==> config.mk <==
export PLATFORM = sky130hd
export DESIGN_NAME = sir_ctrl
export DESIGN_NICKNAME = d
export VERILOG_FILES = /design/src/sv/sir_pkg.sv /design/src/sv/sir_ctrl.sv
export SDC_FILE = /design/constraint.sdc
export NUM_CORES = 1
export LEC_CHECK = 0
export BUFFER_PORTS_ARGS = -buffer_cell sky130_fd_sc_hd__buf_2
export CAP_MARGIN = 20
export CORE_AREA = 3 3 40 42
export CTS_BUF_LIST = sky130_fd_sc_hd__clkbuf_8
export DETAILED_ROUTE_END_ITERATION = 10
export DIE_AREA = 0 0 43 45
export GPL_TIMING_DRIVEN = 0
export PLACE_DENSITY_LB_ADDON = 0.08
export SKIP_CTS_REPAIR_TIMING = 1
export SLEW_MARGIN = 20
export SYNTH_ARGS = -nofsm -noshare
export SYNTH_HDL_FRONTEND = slang
export SYNTH_SLANG_ARGS = --single-unit
==> constraint.sdc <==
create_clock -name i_clk -period 1.55 [get_ports i_clk]
set_clock_uncertainty 0.2 [all_clocks]
set_input_delay 0.0775 -clock i_clk [delete_from_list [all_inputs] [get_ports i_clk]]
set_output_delay 0.0775 -clock i_clk [all_outputs]
set_load 0.05 [all_outputs]
==> src/sv/sir_pkg.sv <==
// Shared types, constants and the CORDIC arctangent table for the sinc reconstructor.
package sir_pkg;

    localparam int MAX_POINTS    = 64;
    localparam int CORDIC_STEPS  = 24;
    localparam int CORDIC_IW     = 5;
    localparam int CORDIC_W      = 34;
    localparam int DIV_W         = 48;
    localparam int DIV_CW        = 6;
    localparam int U_W           = 49;
    localparam int SUM_W         = 48;

    localparam logic [31:0] PI_Q30          = 32'd3373259426;
    localparam logic [28:0] INV_PI_Q30      = 29'd341782638;
    localparam logic [29:0] CORDIC_GAIN_Q30 = 30'd652032874;
    localparam logic [30:0] Q30_ONE         = 31'h4000_0000;

    localparam logic [1:0] CFG_SAMPLE_PERIOD = 2'd0;
    localparam logic [1:0] CFG_START_TIME    = 2'd1;
    localparam logic [1:0] CFG_TIME_STEP     = 2'd2;
    localparam logic [1:0] CFG_OUT_COUNT     = 2'd3;

    typedef struct packed {
        logic accept;
        logic run_init;
        logic div_time;
        logic r_capture;
        logic mem_read;
        logic classify;
        logic cordic_step;
        logic w_calc;
        logic div_sinc;
        logic sinc_capture;
        logic term_mul;
        logic accumulate;
        logic out_load;
    } t_cmd;

    typedef struct packed {
        logic div_done;
        logic special;
        logic cordic_last;
        logic k_last;
        logic pt_last;
        logic out_busy;
    } t_sts;

    function automatic logic [CORDIC_W-1:0] atan_q30(input logic [CORDIC_IW-1:0] idx);
        logic [CORDIC_W-1:0] v;
        unique case (idx)
            5'd0:  v = 34'h3243F6A8;
            5'd1:  v = 34'h1DAC6705;
            5'd2:  v = 34'h0FADBAFC;
            5'd3:  v = 34'h07F56EA6;
            5'd4:  v = 34'h03FEAB76;
            5'd5:  v = 34'h01FFD55B;
            5'd6:  v = 34'h00FFFAAA;
            5'd7:  v = 34'h007FFF55;
            5'd8:  v = 34'h003FFFEA;
            5'd9:  v = 34'h001FFFFD;
            5'd10: v = 34'h000FFFFF;
            5'd11: v = 34'h0007FFFF;
            5'd12: v = 34'h0003FFFF;
            5'd13: v = 34'h0001FFFF;
            5'd14: v = 34'h0000FFFF;
            5'd15: v = 34'h00007FFF;
            5'd16: v = 34'h00003FFF;
            5'd17: v = 34'h00001FFF;
            5'd18: v = 34'h00000FFF;
            5'd19: v = 34'h000007FF;
            5'd20: v = 34'h000003FF;
            5'd21: v = 34'h000001FF;
            5'd22: v = 34'h000000FF;
            5'd23: v = 34'h0000007F;
            default: v = '0;
        endcase
        return v;
    endfunction

endpackage

==> src/sv/sir_ctrl.sv <==
// Sequencer for load, per-point time divide and per-sample sinc evaluation.
module sir_ctrl (
    input  logic           i_clk,
    input  logic           i_rst_n,
    input  logic           i_valid,
    input  logic           i_last_sample,
    input  sir_pkg::t_sts  i_sts,
    output logic           o_stall,
    output sir_pkg::t_cmd  o_cmd
);
    import sir_pkg::*;

    typedef enum logic [3:0] {
        S_IDLE, S_TDIV, S_TWAIT, S_MEMRD, S_CLASS, S_CORDIC, S_WCALC,
        S_SDIV, S_SWAIT, S_MUL, S_ACC, S_OUT
    } t_state;

    t_state r_state, n_state;

    always_comb begin
        n_state = r_state;
        o_cmd   = '0;
        unique case (r_state)
            S_IDLE: begin
                o_cmd.accept = i_valid;
                if (i_valid && i_last_sample) begin
                    o_cmd.run_init = 1'b1;
                    n_state = S_TDIV;
                end
            end
            S_TDIV: begin
                o_cmd.div_time = 1'b1;
                n_state = S_TWAIT;
            end
            S_TWAIT: begin
                if (i_sts.div_done) begin
                    o_cmd.r_capture = 1'b1;
                    n_state = S_MEMRD;
                end
            end
            S_MEMRD: begin
                o_cmd.mem_read = 1'b1;
                n_state = S_CLASS;
            end
            S_CLASS: begin
                o_cmd.classify = 1'b1;
                n_state = i_sts.special ? S_MUL : S_CORDIC;
            end
            S_CORDIC: begin
                o_cmd.cordic_step = 1'b1;
                if (i_sts.cordic_last) begin
                    n_state = S_WCALC;
                end
            end
            S_WCALC: begin
                o_cmd.w_calc = 1'b1;
                n_state = S_SDIV;
            end
            S_SDIV: begin
                o_cmd.div_sinc = 1'b1;
                n_state = S_SWAIT;
            end
            S_SWAIT: begin
                if (i_sts.div_done) begin
                    o_cmd.sinc_capture = 1'b1;
                    n_state = S_MUL;
                end
            end
            S_MUL: begin
                o_cmd.term_mul = 1'b1;
                n_state = S_ACC;
            end
            S_ACC: begin
                o_cmd.accumulate = 1'b1;
                n_state = i_sts.k_last ? S_OUT : S_MEMRD;
            end
            S_OUT: begin
                if (!i_sts.out_busy) begin
                    o_cmd.out_load = 1'b1;
                    n_state = i_sts.pt_last ? S_IDLE : S_TDIV;
                end
            end
            default: n_state = S_IDLE;
        endcase
    end

    always_ff @(posedge i_clk) begin
        if (!i_rst_n) begin
            r_state <= S_IDLE;
        end else begin
            r_state <= n_state;
        end
    end

    assign o_stall = (r_state != S_IDLE);

endmodule

## After elaboration in Yosys (flattened, before gate mapping)

Index checks and enable logic that the tools add are counted.
Widths: inputs -> output; s select.

- Bits in registers: 4
- Bits of input ports: 10
- Output and inout port bits: 14
- Word-level logic and storage cells: 45

- Equality and inequality tests: 16
- Multiplexer cells: 24
- Reductions and logical operators: 4

Operator list:

| operator | number |
|---|---|
| $pmux 4 s12 | 1 |
| $mux 4 | 7 |
| $eq 4x3->1 const B | 4 |
| $eq 4x4->1 const B | 4 |
| $mux 1 | 15 |
| $ne 2x2->1 const B | 5 |
| $eq 4x2->1 const B | 2 |
| $reduce_and 5->1 | 1 |
| $eq 4x1->1 const B | 1 |
| $logic_not 4->1 | 1 |
| $reduce_bool 4->1 | 1 |
| $mux 2 | 1 |
| $logic_and 1x1->1 | 1 |

## Longest topological paths before layout

Gate-level depths: netlist of the first run.

- Word-level depth: 3
- Mapped depth: 6
- Gate-level depth less buffers: 4

## Worst setup path before layout of the first run

Ideal clock, no wire load.

- Path type: register to output
- From: register r_state[0]
- To: output port o_cmd[0] (netlist bit)
- Arrival time: 1769 ps
- Required time: 1272 ps
- Path slack: -497 ps
- Stages on the path, launching flop included: 3
- Buffers on the path: 0
- Cells stage by stage: dfxtp_1 -> or2b_1 -> nor3_1

RTL lines:

| what | RTL line | source |
|---|---|---|
| start, declared | sir_ctrl.sv:18 | `t_state r_state, n_state;` |
| start signal, assigned | sir_ctrl.sv:91 | `r_state <= n_state;` |
| end, declared | sir_ctrl.sv:9 | `output sir_pkg::t_cmd o_cmd` |

==> results of run 1 <==
layer usage:
| metal | wire length, um | up-vias | global-route usage |
|---|---|---|---|
| li1 | - | 289 | - |
| met1 | 611 | 258 | 0.190 |
| met2 | 686 | 19 | 0.216 |
| met3 | 110 | 4 | 0.0598 |
| met4 | 44 | 0 | 0.108 |
| met5 | 0 | - | 0 |
area by class of cell:
class / count / area (um^2) / share of cell area
buffer: 5 / 60.1 / 0.0709
clock buffer: 3 / 41.3 / 0.0487
inverter: 1 / 3.75 / 0.00443
multi-input combinational: 54 / 404 / 0.477
sequential: 4 / 90.1 / 0.106
tap: 15 / 18.8 / 0.0222
timing repair buffer: 26 / 229 / 0.270
power breakdown:
part           switching, uW  internal [uW]
Sequential              13.4            116
Clock                   58.1            166
Combinational            232            166
Total                    304            447
critical path, stage by stage, from the launching register on:
cell and delay, ns:
dfxtp_2 0.31, buf_6 0.13, buf_8 0.12, nand2b_1 0.18
nor2_2 0.15, buf_6 0.17
cells in the mapped netlist (all sizes together):
master  instances
and4b           1
a22oi           1
a21oi           5
buf             5
nand2b          6
nor4b           1
o21ai           4
nand2           6
inv             1
o311a           1
o211ai          2
or3b            2
mux2i           1
dfxtp           4
or2b            1
o41ai           1
a21boi          1
nor2b           2
nor2           11
and3            2
nor3            6
worst paths after layout:
check / from / endpoint / slack, ns / cells after the start
setup reg to reg: r_state[1] / r_state[2] / 0.11 / 5
hold reg to reg: r_state[3] / r_state[2] / 0.44 / 2
setup / recovery: r_state[1] / o_cmd[3] / -0.02 / 5
hold / removal: i_sts[3] / r_state[1] / 0.008 / 4
cell families (layout without fill, tap and decap cells):
family / Yosys count / in the layout / share of synthesized area
and+or+nand+nor: 38 / 38 / 0.461
AOI/OAI and AO/OA: 15 / 15 / 0.229
buffers and inverters: 6 / 35 / 0.107
DFF: 4 / 4 / 0.181
muxes: 1 / 1 / 0.0226
metrics by stage:
| stage | std cells | TNS, ns | hold WS, ns |
|---|---|---|---|
| after floorplan | 64 | -0.681 | 0.00567 |
| after global placement | 102 | -0.103 | 0.158 |
| after detailed placement | 102 | -0.0814 | 0.155 |
| after CTS | 105 | -2.50 | -0.0779 |
| after global routing | 108 | -0.361 | 0.0739 |
| final | 108 | -0.0231 | 0.00800 |
==> metrics.md, run 1 <==
| Metric | Value |
|---|---|
| Layout cells sized above 1 | `0.634` |
| Slew margin rel. | `0.816` |
| CTS Buf Count | `3` |
| Fin util | `0.659` |
| Initial core utilization | `0.345` |
| Crit path launch type | `flop` |
| Row count | `13` |
| Pwr Total | `751 uW` |
| P&R area growth vs syn | `91.2%` |
| First-pass GRT wire length | `2.14 mm` |
| Required time worst endpoint | `1.27 ns` |
| Post-synthesis cell count | `64` |
| Fin. Hold Viols | `0` |
| Biggest register | `r_state` |
| RSZ-0062 raised after global routing | `true` |
| Worst setup EP type | `output pin` |
| # DRC | `0` |
| Gr usage total | `0.153` |
| Leading area contributor after synthesis | `dfxtp_1` |
| Warnings from Yosys | `0` |
| Crit Path Category | `flop to output pin` |
| Register area share after synthesis | `0.181` |
| Clock transition at the registers of the reported paths | `0.03 ns` |
| Initial antenna violation count | `0` |
| Min cycle time layout | `1.57 ns` |
| Slew Viols, Final | `0` |
| Placed inst area | `623 um^2` |
| Worst-Margin Slew | `0.273 ns` |
| Endpoints failing setup | `2` |
| Register bit count reported by yosys | `4` |
| Max IR drop VDD | `0.544 mV` |
| Post-DP HPWL | `922 um` |
| Min setup slack post-route | `-0.0175 ns` |
| Hold Path Class | `input pin to flop` |
| Top flop regs | `r_state: 4 flops` |
| Core box area | `1280 um^2` |
| Number of I/O pins | `24` |
| Design area | `847 um^2` |
| Yosys cell types | `24` |
| Wirelength, routed | `1.45 mm` |
| Die span in y | `45 um` |
| DRT antenna net count | `0` |
| Post-Syn Nets | `74` |
| CTS Sinks | `4` |
| Mapped Area | `443 um^2` |
| Die X | `43 um` |
| Die area | `1940 um^2` |
| Commonest non-fill, non-tap cell in the layout | `buf_6` |
| CTS Buffer Depth | `2` |
| Average cell area after synthesis | `6.92 um^2` |
| Failing checks | `negative setup slack` |
| FILL cells | `122` |
| GRT overflow | `0` |
| # nets final | `105` |
| Final worst-path cycle share | `1.01` |
| Skew-Pair Late Insertion Delay | `0.22 ns` |
| Fmax achieved | `638 MHz` |
| Vias in the first global route | `470` |
| Pleak | `0.000362 uW` |
| Vias | `570` |
| Max FFs per register | `4` |
| Starting DRT DRC Count | `10` |
| GP Congestion | `0.725` |
| Setup WS pre-CTS | `-0.0421 ns` |
| Buffers added on ports | `23` |
| Worst-path maximum fanout | `6` |
| Root buf cell | `clkbuf_8` |
| Vias per inst | `5.28` |
| Most frequent cells in the layout | `buf_6 (15), buf_2 (11), nor2_2 (7), a21oi_1 (5)` |
| Largest net degree at the start of global routing | `11` |
| H-Tree Depth | `1` |
| Status | `finished with violations` |
| CTS tree | `built` |
| WP data arrival | `1.29 ns` |
| Synth top area share | `0.181` |
| Power Density | `886 nW/um^2` |
| Diodes inserted | `0` |
| TritonRoute pass-1 iters | `4` |
| Wirelength per Cell | `13.5 um` |
| Total of max-cap violations | `0` |
| Synth top area cells | `dfxtp_1 (18%), nand2b_1 (8.5%), nor2_1 (8.5%)` |
Power figures use the tool's default switching activity.
==> run 2, diff against run 1 <==
- CELL_PAD_IN_SITES_DETAIL_PLACEMENT: default -> 0
- CELL_PAD_IN_SITES_GLOBAL_PLACEMENT: default -> 1
- CORE_AREA: 3 3 40 42 -> default
- CORE_MARGIN: default -> 3
- CORE_UTILIZATION: default -> 29
- DIE_AREA: 0 0 43 45 -> default
==> run 2 against run 1 <==
  * The flow still finishes with violations (negative setup slack)
  * Sequential share of layout area down 0.24 points
  * Critical path depth shrank 2
  * Sequential cell count unchanged
  * Worst hold slack better by 0.014 ns
  * Final cell count fell by 0.93%
  * Critical path type unchanged
  * Die area increased by 5.0%
  * Via count down 0.18%
  * Non-clock buffer count fell by 1
  * Power decreased by 2.1%
  * Combinational power about the same
  * Highest routed layer unchanged
  * Global-route usage is 0.88 points lower
==> metrics.md, run 2 (synthesized netlist as in run 1, its figures left out) <==
| Metric | Value |
|---|---|
| Skew-Pair Late Insertion Delay | `0.21 ns (about the same)` |
| Initial antenna violation count | `0 (unchanged)` |
| Max FFs per register | `4 (unchanged)` |
| CTS Buf Count | `3 (unchanged)` |
| First-pass GRT wire length | `2.08 mm (-2.9%)` |
| Row count | `13 (unchanged)` |
| Starting DRT DRC Count | `12 (+2)` |
| Met3 usage in global routing | `0.0239 (-0.0359)` |
| Commonest non-fill, non-tap cell in the layout | `buf_6` |
| Top flop regs | `r_state: 4 flops` |
| Slew Viols, Final | `0 (unchanged)` |
| Setup TNS | `-0.000147 ns (+0.0230 ns)` |
| # nets final | `104 (-0.95%)` |
| Biggest register | `r_state` |
| Die X | `45.1 um (+4.8%)` |
| Status | `finished with violations` |
| WP data arrival | `1.27 ns (-0.02 ns)` |
| Failing checks | `negative setup slack` |
| Crit path launch type | `flop` |
| # DRC | `0 (unchanged)` |
| Pleak | `0.000354 uW (-2.2%)` |
| Worst Hold Path Cells | `4 (unchanged)` |
| Vias | `569 (-0.18%)` |
| Pwr Total | `735 uW (-2.1%)` |
| Diodes inserted | `0 (unchanged)` |
| FF-to-FF End | `r_state[2]` |
| Core box area | `1370 um^2 (+6.3%)` |
| Die span in y | `45.1 um (+0.18%)` |
| Worst setup EP type | `output pin` |
| Post-DP HPWL | `964 um (+4.6%)` |
| Met2 Use GR | `0.206 (-0.00935)` |
| Largest net degree at the start of global routing | `11 (unchanged)` |
| Hold Path Class | `input pin to flop` |
| Max IR drop VDD | `0.878 mV (+61%)` |
| P&R area growth vs syn | `87.6%` |
| Initial core utilization | `0.324 (-0.0205)` |
| DRT antenna net count | `0 (unchanged)` |
| Endpoints failing setup | `1 (-1)` |
| Grt met1 use | `0.193 (+0.00241)` |
| Worst-Margin Slew | `0.312 ns (+0.0390 ns)` |
| GP Congestion | `0.737 (+1.7%)` |
| Worst Reg-to-Reg Cells | `5 (unchanged)` |
| GRT busiest layer | `met2` |
| Clock transition at the registers of the reported paths | `0.03 ns (about the same)` |
| Fin. Hold Viols | `0 (unchanged)` |
| H-Tree Depth | `1 (unchanged)` |
| CTS Sinks | `4 (unchanged)` |
| Die area | `2030 um^2 (+5.0%)` |
| Min setup slack post-route | `-0.000147 ns (+0.0174 ns)` |
| Vias in the first global route | `472 (+0.43%)` |
| Worst Hold End | `r_state[1]` |
| Wirelength per Cell | `13.6 um (+0.73%)` |
| Vias per inst | `5.32 (+0.76%)` |
| Fmax achieved | `645 MHz (+1.1%)` |
| Gr usage total | `0.144 (-0.00883)` |
| Wirelength, routed | `1.45 mm (-0.21%)` |
| CTS tree | `built` |
| Layout cells sized above 1 | `0.620 (-0.0148)` |
| Most frequent cells in the layout | `buf_6 (13), buf_2 (9), nor2_2 (6), a21oi_1 (5)` |
| Number of I/O pins | `24 (unchanged)` |
| Hold slack final | `0.0216 ns (+0.0136 ns)` |
| Reg2Reg Setup Slack | `0.07 ns (-0.04 ns)` |
| Total of max-cap violations | `0 (unchanged)` |
| Fin util | `0.608 (-0.0511)` |
| TritonRoute pass-1 iters | `4 (unchanged)` |
| Slew margin rel. | `0.790 (-0.0257)` |
| RSZ-0062 raised after global routing | `true` |
| Power Density | `885 nW/um^2 (-0.16%)` |
| Worst-path maximum fanout | `5 (-1)` |
| Crit Path Category | `flop to output pin` |
| Min cycle time layout | `1.55 ns (-0.0174 ns)` |
| Hold Path Origin | `i_sts[3]` |
| Launching point of the worst reg2reg path | `r_state[1]` |
| CTS Buffer Depth | `2 (unchanged)` |
| Placed inst area | `623 um^2 (unchanged)` |
| Required time worst endpoint | `1.27 ns (about the same)` |
| Root buf cell | `clkbuf_8` |
| Final worst-path cycle share | `1.00 (-0.0112)` |
| FILL cells | `127 (+4.1%)` |
| GRT overflow | `0 (unchanged)` |
| Buffers added on ports | `23 (unchanged)` |
| Design area | `831 um^2 (-1.9%)` |
==> run 2: cell types whose count changed in the layout (fill, tap and decap cells not counted), sizes merged <==
cell	delta
buf	-2
clkbuf	+1
==> run 2: metal layers <==
| metal | part of all wire | routed length (um) | vias to the layer above |
|---|---|---|---|
| li1 | - | - | 283 |
| met1 | 0.42 | 612 | 259 |
| met2 | 0.50 | 722 | 21 |
| met3 | 0.046 | 66 | 6 |
| met4 | 0.034 | 50 | 0 |
| met5 | 0 | 0 | - |
==> run 2: cell type report <==
cell class              instances  area (um^2)  area share
clock buffers                   3         41.3      0.0497
plain buffers                   5         60.1      0.0723
flip-flops and latches          4         86.3       0.104
multi-input cells              54          412       0.495
repair buffers                 25          209       0.252
inverters                       1         3.75     0.00452
well taps                      15         18.8      0.0226
==> run 2: critical path: stages (launching register included) <==
cell	delay, ns
dfxtp_4	0.35
or3b_4	0.42
nor2_2	0.12
buf_6	0.17
==> run 2: how the worst max path moves through the flow <==
stage | start | endpoint | slack (ns) | cells after the start
floorplan | r_state[3] | o_cmd[0] | -0.14 | 3
global placement | r_state[3] | o_cmd[0] | -0.04 | 4
detailed placement | r_state[3] | o_cmd[1] | -0.04 | 4
CTS | r_state[3] | o_cmd[1] | -0.27 | 4
global route | r_state[1] | o_cmd[11] | -0.08 | 6
finish | r_state[0] | o_cmd[3] | -0.0001 | 3
==> run 2: report_power, final <==
| group | internal, uW | switching [uW] | leakage [uW] | total (uW) |
|---|---|---|---|---|
| sequential | 116 | 10.8 | 0.0000343 | 127 |
| combinational | 161 | 236 | 0.000299 | 397 |
| clock | 165 | 46.6 | 0.0000216 | 211 |
| total | 442 | 293 | 0.000354 | 735 |
==> run 2: metrics by stage <==
step / instances / worst slack (ns)
floorplan: 64 / -0.136
global placement: 102 / -0.0360
detailed placement: 102 / -0.0377
CTS: 105 / -0.270
global route: 107 / -0.0840
finish: 107 / -0.000147
